**src/hw/rtl/clsr_pkg.sv**
```systemverilog
package clsr_pkg;

    localparam int TABLE_DEPTH = 32;
    localparam int WARMUP      = 8;
    localparam int SLOT_W      = $clog2(TABLE_DEPTH);
    localparam int QW          = SLOT_W + 1;
    localparam int CNT_W       = $clog2(TABLE_DEPTH + WARMUP);

    localparam int VAL_W  = 31;
    localparam int MUL_W  = 16;
    localparam int PROD_W = VAL_W + MUL_W;
    localparam int FOLD_W = 8;
    localparam int SUM_W  = VAL_W + 1;

    localparam longint unsigned MOD_ONE_L = 64'd2147483563;
    localparam longint unsigned MOD_TWO_L = 64'd2147483399;
    localparam longint unsigned SLOT_DIV_L = 64'd1 + (MOD_ONE_L - 64'd1) / TABLE_DEPTH;
    localparam longint unsigned RECIP_L = (64'd1 << 32) / SLOT_DIV_L;
    localparam int RECIP_W = $clog2(RECIP_L + 64'd1);
    localparam int EST_W   = VAL_W + RECIP_W;

    localparam logic [VAL_W-1:0]   MOD_ONE   = VAL_W'(MOD_ONE_L);
    localparam logic [VAL_W-1:0]   MOD_TWO   = VAL_W'(MOD_TWO_L);
    localparam logic [VAL_W-1:0]   TOP_VALUE = VAL_W'(MOD_ONE_L - 64'd1);
    localparam logic [MUL_W-1:0]   MUL_ONE   = 16'd40014;
    localparam logic [MUL_W-1:0]   MUL_TWO   = 16'd40692;
    localparam logic [FOLD_W-1:0]  FOLD_ONE  = FOLD_W'((64'd1 << VAL_W) - MOD_ONE_L);
    localparam logic [FOLD_W-1:0]  FOLD_TWO  = FOLD_W'((64'd1 << VAL_W) - MOD_TWO_L);
    localparam logic [VAL_W-1:0]   SLOT_DIV  = VAL_W'(SLOT_DIV_L);
    localparam logic [RECIP_W-1:0] RECIP     = RECIP_W'(RECIP_L);
    localparam logic [VAL_W-1:0]   G2_RESET  = 31'd123456789;

    typedef struct packed {
        logic              en;
        logic [SLOT_W-1:0] addr;
        logic [VAL_W-1:0]  data;
    } table_wr_t;

endpackage

```
**src/hw/rtl/clsr_lcg.sv**
```systemverilog
module clsr_lcg
    import clsr_pkg::*;
(
    input  logic             aclk,
    input  logic [VAL_W-1:0] g1,
    input  logic [VAL_W-1:0] g2,
    output logic [VAL_W-1:0] g1_step,
    output logic [VAL_W-1:0] g2_step
);

    logic [PROD_W-1:0] p1_reg;
    logic [PROD_W-1:0] p2_reg;
    logic [VAL_W-1:0]  g1_step_reg;
    logic [VAL_W-1:0]  g2_step_reg;
    logic [SUM_W-1:0]  s1;
    logic [SUM_W-1:0]  s2;

    // 2^31 folds to (2^31 - m); the sum stays below 2m, one subtract finishes
    always_comb begin
        s1 = SUM_W'(p1_reg[PROD_W-1:VAL_W]) * SUM_W'(FOLD_ONE) + SUM_W'(p1_reg[VAL_W-1:0]);
        s2 = SUM_W'(p2_reg[PROD_W-1:VAL_W]) * SUM_W'(FOLD_TWO) + SUM_W'(p2_reg[VAL_W-1:0]);
    end

    always_ff @(posedge aclk) begin
        p1_reg <= PROD_W'(g1) * PROD_W'(MUL_ONE);
        p2_reg <= PROD_W'(g2) * PROD_W'(MUL_TWO);
        g1_step_reg <= (s1 >= SUM_W'(MOD_ONE)) ? VAL_W'(s1 - SUM_W'(MOD_ONE)) : VAL_W'(s1);
        g2_step_reg <= (s2 >= SUM_W'(MOD_TWO)) ? VAL_W'(s2 - SUM_W'(MOD_TWO)) : VAL_W'(s2);
    end

    assign g1_step = g1_step_reg;
    assign g2_step = g2_step_reg;

endmodule

```
**src/hw/rtl/clsr_slot.sv**
```systemverilog
module clsr_slot
    import clsr_pkg::*;
(
    input  logic              aclk,
    input  logic [VAL_W-1:0]  last,
    output logic [SLOT_W-1:0] slot
);

    logic [EST_W-1:0] est;
    logic [VAL_W-1:0] x1_reg;
    logic [QW-1:0]    q1_reg;
    logic [VAL_W-1:0] x2_reg;
    logic [QW-1:0]    q2_reg;
    logic [VAL_W-1:0] p2_reg;
    logic [VAL_W-1:0] rem;
    logic [QW-1:0]    q;

    assign est = EST_W'(last) * EST_W'(RECIP);

    always_ff @(posedge aclk) begin
        x1_reg <= last;
        q1_reg <= QW'(est >> 32);
        x2_reg <= x1_reg;
        q2_reg <= q1_reg;
        p2_reg <= VAL_W'(VAL_W'(q1_reg) * SLOT_DIV);
    end

    // estimate is low by at most one
    always_comb begin
        rem = x2_reg - p2_reg;
        q   = q2_reg + QW'(rem >= SLOT_DIV);
        if (q >= QW'(TABLE_DEPTH)) begin
            slot = SLOT_W'(TABLE_DEPTH - 1);
        end else begin
            slot = q[SLOT_W-1:0];
        end
    end

endmodule

```
**src/hw/rtl/clsr_table.sv**
```systemverilog
module clsr_table
    import clsr_pkg::*;
(
    input  logic              aclk,
    input  logic              aresetn,
    input  table_wr_t         wr,
    input  logic [SLOT_W-1:0] rd_addr,
    output logic [VAL_W-1:0]  rd_data
);

    logic [VAL_W-1:0]       mem [TABLE_DEPTH];
    logic [TABLE_DEPTH-1:0] valid_reg;
    logic [VAL_W-1:0]       rd_data_reg;
    logic                   rd_valid_reg;

    always_ff @(posedge aclk) begin
        if (!aresetn) begin
            valid_reg <= '0;
        end else if (wr.en) begin
            valid_reg[wr.addr] <= 1'b1;
        end
    end

    always_ff @(posedge aclk) begin
        if (wr.en) begin
            mem[wr.addr] <= wr.data;
        end
        rd_data_reg <= mem[rd_addr];
    end

    always_ff @(posedge aclk) begin
        if (!aresetn) begin
            rd_valid_reg <= 1'b0;
        end else begin
            rd_valid_reg <= valid_reg[rd_addr];
        end
    end

    // entries never written read as zero
    assign rd_data = rd_valid_reg ? rd_data_reg : '0;

endmodule

```
**src/hw/rtl/combined_lcg_shuffle_rng.sv**
```systemverilog
// Combined two-generator LCG with a shuffle table, one 31-bit integer deviate
// (1..2147483562) per request item. A plain request (tuser = 0) runs the table
// read-modify-write in ST_STEP, which waits while an earlier result is unread,
// then the three-step slot-index pipeline (reciprocal multiply, back-multiply,
// correct) that prepares the next table address. A reseed request (tuser = 1,
// seed in tdata) first runs TABLE_DEPTH + 8 steps of generator one through the
// two-stage modular multiplier, each in ST_FILL_MUL, ST_FILL_RED, ST_FILL_UPD,
// then the slot-index pipeline and one plain step. The result sits in an
// output register, so a new request can be accepted while it waits. After reset
// the block runs the slot-index states before it is ready; a request before any
// reseed runs on the reset state.
module combined_lcg_shuffle_rng
    import clsr_pkg::*;
(
    input  logic        aclk,
    input  logic        aresetn,
    input  logic        s_tvalid,
    output logic        s_tready,
    input  logic [31:0] s_tdata,   // [30:0] seed
    input  logic        s_tuser,   // [0] opcode
    output logic        m_tvalid,
    input  logic        m_tready,
    output logic [31:0] m_tdata    // [30:0] deviate
);

    typedef enum logic [2:0] {
        ST_IDLE,
        ST_STEP,
        ST_FILL_MUL,
        ST_FILL_RED,
        ST_FILL_UPD,
        ST_SLOT_A,
        ST_SLOT_B,
        ST_SLOT_C
    } state_t;

    state_t            state_reg, state_next;
    logic [VAL_W-1:0]  g1_reg, g1_next;
    logic [VAL_W-1:0]  g2_reg, g2_next;
    logic [VAL_W-1:0]  last_reg, last_next;
    logic [SLOT_W-1:0] slot_reg, slot_next;
    logic [CNT_W-1:0]  cnt_reg, cnt_next;
    logic              step_pend_reg, step_pend_next;
    logic              m_tvalid_reg, m_tvalid_next;
    logic [VAL_W-1:0]  m_data_reg, m_data_next;

    logic [VAL_W-1:0]  g1_step;
    logic [VAL_W-1:0]  g2_step;
    logic [SLOT_W-1:0] slot_calc;
    logic [VAL_W-1:0]  rd_data;
    logic [SLOT_W-1:0] rd_addr;
    table_wr_t         tbl_wr;
    logic [VAL_W-1:0]  seed;
    logic [SUM_W-1:0]  diff;
    logic [SUM_W-1:0]  dev;

    clsr_lcg u_lcg (
        .aclk    (aclk),
        .g1      (g1_reg),
        .g2      (g2_reg),
        .g1_step (g1_step),
        .g2_step (g2_step)
    );

    clsr_slot u_slot (
        .aclk (aclk),
        .last (last_reg),
        .slot (slot_calc)
    );

    clsr_table u_table (
        .aclk    (aclk),
        .aresetn (aresetn),
        .wr      (tbl_wr),
        .rd_addr (rd_addr),
        .rd_data (rd_data)
    );

    always_comb begin
        seed = s_tdata[VAL_W-1:0];
        diff = SUM_W'(rd_data) - SUM_W'(g2_step);
        if (diff[SUM_W-1] || diff == '0) begin
            dev = diff + SUM_W'(TOP_VALUE);
        end else begin
            dev = diff;
        end
    end

    always_comb begin
        state_next     = state_reg;
        g1_next        = g1_reg;
        g2_next        = g2_reg;
        last_next      = last_reg;
        slot_next      = slot_reg;
        cnt_next       = cnt_reg;
        step_pend_next = step_pend_reg;
        m_tvalid_next  = m_tvalid_reg && !m_tready;
        m_data_next    = m_data_reg;
        rd_addr        = slot_reg;
        tbl_wr         = '0;

        case (state_reg)
            ST_IDLE: begin
                if (s_tvalid) begin
                    if (s_tuser) begin
                        g1_next    = (seed == '0) ? VAL_W'(1) : seed;
                        g2_next    = (seed == '0) ? VAL_W'(1) : seed;
                        cnt_next   = CNT_W'(TABLE_DEPTH + WARMUP - 1);
                        state_next = ST_FILL_MUL;
                    end else begin
                        state_next = ST_STEP;
                    end
                end
            end
            ST_STEP: begin
                if (!m_tvalid_reg || m_tready) begin
                    g1_next        = g1_step;
                    g2_next        = g2_step;
                    tbl_wr.en      = 1'b1;
                    tbl_wr.addr    = slot_reg;
                    tbl_wr.data    = g1_step;
                    last_next      = VAL_W'(dev);
                    m_data_next    = VAL_W'(dev);
                    m_tvalid_next  = 1'b1;
                    step_pend_next = 1'b0;
                    state_next     = ST_SLOT_A;
                end
            end
            ST_FILL_MUL: begin
                state_next = ST_FILL_RED;
            end
            ST_FILL_RED: begin
                state_next = ST_FILL_UPD;
            end
            ST_FILL_UPD: begin
                g1_next = g1_step;
                if (cnt_reg < CNT_W'(TABLE_DEPTH)) begin
                    tbl_wr.en   = 1'b1;
                    tbl_wr.addr = cnt_reg[SLOT_W-1:0];
                    tbl_wr.data = g1_step;
                end
                if (cnt_reg == '0) begin
                    last_next      = g1_step;
                    step_pend_next = 1'b1;
                    state_next     = ST_SLOT_A;
                end else begin
                    cnt_next   = cnt_reg - CNT_W'(1);
                    state_next = ST_FILL_MUL;
                end
            end
            ST_SLOT_A: begin
                state_next = ST_SLOT_B;
            end
            ST_SLOT_B: begin
                state_next = ST_SLOT_C;
            end
            ST_SLOT_C: begin
                slot_next  = slot_calc;
                rd_addr    = slot_calc;
                state_next = step_pend_reg ? ST_STEP : ST_IDLE;
            end
            default: begin
                state_next = ST_SLOT_A;
            end
        endcase
    end

    always_ff @(posedge aclk) begin
        if (!aresetn) begin
            state_reg     <= ST_SLOT_A;
            g1_reg        <= '0;
            g2_reg        <= G2_RESET;
            last_reg      <= '0;
            slot_reg      <= '0;
            step_pend_reg <= 1'b0;
            m_tvalid_reg  <= 1'b0;
        end else begin
            state_reg     <= state_next;
            g1_reg        <= g1_next;
            g2_reg        <= g2_next;
            last_reg      <= last_next;
            slot_reg      <= slot_next;
            step_pend_reg <= step_pend_next;
            m_tvalid_reg  <= m_tvalid_next;
        end
        cnt_reg    <= cnt_next;
        m_data_reg <= m_data_next;
    end

    assign s_tready = (state_reg == ST_IDLE);
    assign m_tvalid = m_tvalid_reg;
    assign m_tdata  = {1'b0, m_data_reg};

endmodule

```
**config.mk**
```make
export PLATFORM = sky130hd
export DESIGN_NAME = combined_lcg_shuffle_rng
export DESIGN_NICKNAME = d
export VERILOG_FILES = /design/src/hw/rtl/clsr_pkg.sv /design/src/hw/rtl/clsr_lcg.sv /design/src/hw/rtl/clsr_slot.sv /design/src/hw/rtl/clsr_table.sv /design/src/hw/rtl/combined_lcg_shuffle_rng.sv
export SDC_FILE = /design/constraint.sdc
export NUM_CORES = 2
export LEC_CHECK = 0
export BUFFER_PORTS_ARGS = -buffer_cell sky130_fd_sc_hd__buf_2
export CAP_MARGIN = 20
export CORE_ASPECT_RATIO = 1.2
export CORE_MARGIN = 2
export CORE_UTILIZATION = 55
export CTS_CLUSTER_SIZE = 8
export DETAILED_ROUTE_END_ITERATION = 8
export PLACE_DENSITY = 0.71
export SETUP_SLACK_MARGIN = 0.15
export SLEW_MARGIN = 0
export SYNTH_ARGS = -nofsm -noshare
export SYNTH_HDL_FRONTEND = slang
export SYNTH_HIERARCHICAL = 1
export SYNTH_SLANG_ARGS = --single-unit
export TNS_END_PERCENT = 100
```
**constraint.sdc**
```tcl
create_clock -name aclk -period 8.5 [get_ports aclk]
set_clock_uncertainty 0.2 [all_clocks]
set_input_delay 1.7 -clock aclk [delete_from_list [all_inputs] [get_ports aclk]]
set_output_delay 1.7 -clock aclk [all_outputs]
set_load 0.005 [all_outputs]
```
Word level (Yosys, flattened, before mapping)
Memory sizes are Yosys's and may differ from the RTL's. A register that Yosys moved wholly into a read port is not among the register bits.
Index checks and enable logic that the tools add are counted.

cells by class
  magnitude comparators = 8
  $add $sub $neg = 9
  bitwise logic cells = 1
  equal/unequal tests = 12
  muxes and demuxes = 40
  multipliers = 5
  reductions and logical operators = 20

operators with widths
  cell                    number
  $mux 31                 11
  $pmux 31 s2             2
  $pmux 31 s3             1
  $mux 37                 2
  $pmux 37 s2             1
  $ge 32x31->1 const B    2
  $sub 31x31->31 const B  2
  $mul 31x15->46 const B  1
  $mul 31x14->45 const B  1
  $add 23x31->32          1
  $add 24x31->32          1
  $logic_not 32->1        1
  $or 32x32->32           1
  $sub 31x31->32          1
  $add 31x31->31 const B  1
  $ge 31x26->1 const B    1
  $logic_not 31->1        1
  $sub 31x31->31          1
  $mul 5x25->30 const B   1
  $mul 16x8->24 const B   1
  $pmux 3 s8              1
  $mul 16x7->23 const B   1
  $mux 6                  3
  $eq 3x3->1 const B      4
  28 further kinds        52

word-level totals
  memories kept = 1
  RAM bits = 992
  bits in registers = 428
  bits of input ports = 37

memory list
  memory       depth  width  read ports  clocked after memory_dff  write ports  RTL line          text
  u_table.mem  32     31     1           1                         1            clsr_table.sv:11  logic [VAL_W-1:0] mem [TABLE_DEPTH];

Logic depth before layout (Yosys ltp)
  word-level depth = 9
  gate-level depth with buffers = 25

Hierarchy
Netlist, hierarchy kept.

by module, submodules not included
  module                    cells an instance  area an instance (sq um)  seq. area each (sq um)  instances
  clsr_table                1613               39728.1                   31069.8                 1
  clsr_lcg                  2686               26395.3                   3062.9                  1
  combined_lcg_shuffle_rng  1170               9374.0                    3173.0                  1
  clsr_slot                 526                4948.5                    1741.7                  1

Worst setup path after synthesis
OpenSTA, ideal clock, no wires.

  kind = input -> register
  start = input port m_tready
  end = memory u_table.mem[28][0], enable pin
  slack = 1.640 ns
  arrival = 6.239 ns
  stages = 10
  path through = nor2b_1 > nand2_1 > o21ai_0 > nor2_1 > nor2_1 > clkbuf_1 > inv_1 > or3b_2 > clkbuf_1 > nor2_1

RTL lines
  element      RTL line                        text
  from (decl)  combined_lcg_shuffle_rng.sv:22  input logic m_tready,
  to (decl)    clsr_table.sv:11

Worst setup path after layout
  start = register u_slot.x2_reg[26]
  end = register u_table.rd_data_reg[28], read port of u_table.mem

on the way
  cells in the longest elaborated chain, start to end = 6

ends and longest elaborated chain
  element                 RTL line                         text
  from (decl)             clsr_slot.sv:12                  logic [VAL_W-1:0] x2_reg;
  from (signal assigned)  clsr_slot.sv:23                  x2_reg <= x1_reg;
  $sub 31x31->31 (*)      clsr_slot.sv:30                  rem = x2_reg - p2_reg;
  $ge 31x26->1 (*)        clsr_slot.sv:31                  q = q2_reg + QW'(rem >= SLOT_DIV);
  $add 5x1->6 (*)         clsr_slot.sv:31
  $ge 6x6->1              clsr_slot.sv:32                  if (q >= QW'(TABLE_DEPTH)) begin
  $mux 5 (*)              clsr_slot.sv:32
  via slot_calc[1]        combined_lcg_shuffle_rng.sv:49   logic [SLOT_W-1:0] slot_calc;
  $mux 5 (*)              combined_lcg_shuffle_rng.sv:102  case (state_reg)
  via rd_addr[1]          combined_lcg_shuffle_rng.sv:51   logic [SLOT_W-1:0] rd_addr;
  to (decl)               clsr_table.sv:13                 logic [VAL_W-1:0] rd_data_reg;

Mark *: on every way through the listed nets, which the timed path passes. The rest lies on a longest branch.
A chain may end at the register's enable or synchronous reset.

==> flow_summary.ini <==
[global_routing]
antenna_found_initial = 25
track_usage = 0.298
grt_max_degree = 101
gr-total-overflow = 0
grt_pass1_vias = 51700
grt_pass1_wl_mm = 329

[floorplanning]
core_um2 = 145000
die_w_um = 353
row_count = 153
initial_utilization = 0.554
die_h_um = 423
io_pins = 71
dieArea_um2 = 149000

[cts]
root_buffer = clkbuf_16
postCtsHoldBufs = 0
cts_tree = built
htree_levels = 4
cts_buffer_depth = 3
cts-buffers-inserted = 198
clkTransAtPathRegs_ps = 50
clk_latency_ps = 830
cts.sinks = 1435
ctsResizeCount = 0
cts_setup_buffers = 0

[synth]
yosysWarnings = 6
synth_cells = 5990
syn_area_per_cell_um2 = 13.4
netlist_area_um2 = 80400
synth_nets = 7027

[setup_path]
r2r_setup_slack_ps = 1170
critPathKind = flop to flop
required_ps = 8980
crit_path_start_kind = flop
cp-end-kind = flop
crit_path_max_fanout = 100
critical_path_arrival_ps = 7820

[sta]
period_share = 0.863
max-slew-margin-rel = 0.157
hold_violations = 0
slew_violations = 0
worst_pin_slew_ps = 1250
layout_min_cycle_time_ps = 7330
tns_ps = 0
rsz0062_at_grt = false
setup_viol = 0
max_freq_ghz = 0.136

[route]
routedWlPerCell_um = 26.8
vias = 50300
drtIter0Drc = 4860
vias_per_cell = 6.09
routed_wl_mm = 221
ant_nets = 0
drtPass1Iterations = 6
drc = 0

[placement]
post-dp-hpwl_mm = 153
placed_area_um2 = 83500
gp_congestion = 0.954
place.port_buffers = 68

[layout]
final_area_um2 = 89700
areaGrowthSynthToFinish_pct = 11.6
layout-drive-gt1-share = 0.143
final_nets = 7203
largest_register_ffs = 992

[status]
status = complete, no violations

[job]
maxCapViolations = 0

[min_path]
hold_path.class = flop to flop
[final timing paths]
path,cells past startpoint,start,to
worst max-delay path,20,u_slot/x2_reg[26],u_table/rd_data_reg[28]
worst min-delay path,0,u_slot/x1_reg[19],u_slot/x2_reg[19]
worst max register to register,20,u_slot/x2_reg[26],u_table/rd_data_reg[28]
worst min register to register,0,u_slot/x1_reg[19],u_slot/x2_reg[19]
[per-layer routing]
| layer | GRT usage | vias up | share of wire |
|---|---|---|---|
| met5 | 0 | - | 0.00066 |
| met3 | 0.0454 | 472 | 0.068 |
| li1 | - | 22200 | - |
| met2 | 0.517 | 2060 | 0.51 |
| met4 | 0.142 | 22 | 0.050 |
| met1 | 0.367 | 25600 | 0.37 |
[worst max-delay path, cell delays in order (launching register included)]
cell,delay (ps)
dfxtp_1,360
ha_1,250
fa_1,390
nand2b_1,250
a2111oi_4,510
or3_1,250
nor3_1,70
a211oi_1,350
o221ai_4,170
nor4_1,580
nand4_1,300
nand2_1,140
ha_1,220
nand4_1,120
or2_2,300
nand2b_1,90
mux2_8,730
buf_4,510
mux4_2,400
mux4_2,490
mux2_2,320
[area by class of cell]
cell class,instances,area (um2)
well taps,1937,2420
repair buffers,180,1500
flip-flops and latches,1435,39000
clock buffers,330,5540
clock inverters,13,318
multi-input cells,3605,38100
diodes,14,35.0
inverters,746,2800
fillers,10900,55400
[metrics by stage]
| step | setup slack (ps) | hold slack, ps | util | cells |
|---|---|---|---|---|
| 4_1_cts | 1210 | 72.5 | 0.616 | 8224 |
| 2_1_floorplan | 1640 | 110 | - | 5990 |
| 3_3_place_gp | 1350 | 113 | 0.575 | 7879 |
| 5_1_grt | 912 | 81.2 | 0.618 | 8247 |
| 6_report | 1170 | 85.2 | 0.618 | 8260 |
| 3_5_place_dp | 1260 | 112 | 0.575 | 7881 |
[cell usage in the layout (no fill, tap or decap), types with 18 or more instances in the layout]
cell / instances
edfxtp_1: 1029
inv_1: 742
ha_1: 537
fa_1: 463
dfxtp_1: 406
mux4_2: 316
nand2_1: 230
nor2_1: 224
a21oi_1: 220
clkbuf_16: 200
o21ai_0: 172
xnor2_1: 135
clkbuf_1: 125
a21o_1: 118
nand3_1: 117
xor2_1: 89
buf_4: 79
o21a_1: 73
and2_1: 67
buf_2: 67
nor3_1: 60
nand4_1: 43
a311oi_1: 40
mux2_2: 38
and3_1: 36
a211oi_1: 35
nand2b_1: 35
nor2_4: 34
o221ai_1: 32
nor2b_2: 30
o21bai_1: 30
a31oi_1: 29
nor2b_1: 27
o211ai_1: 26
or3_1: 22
nor4_1: 21
buf_8: 21
mux2i_1: 18
Power is left out: the tool's default activity adds up to more than one toggle a clock period on the data nets, which glitch-free logic cannot reach.
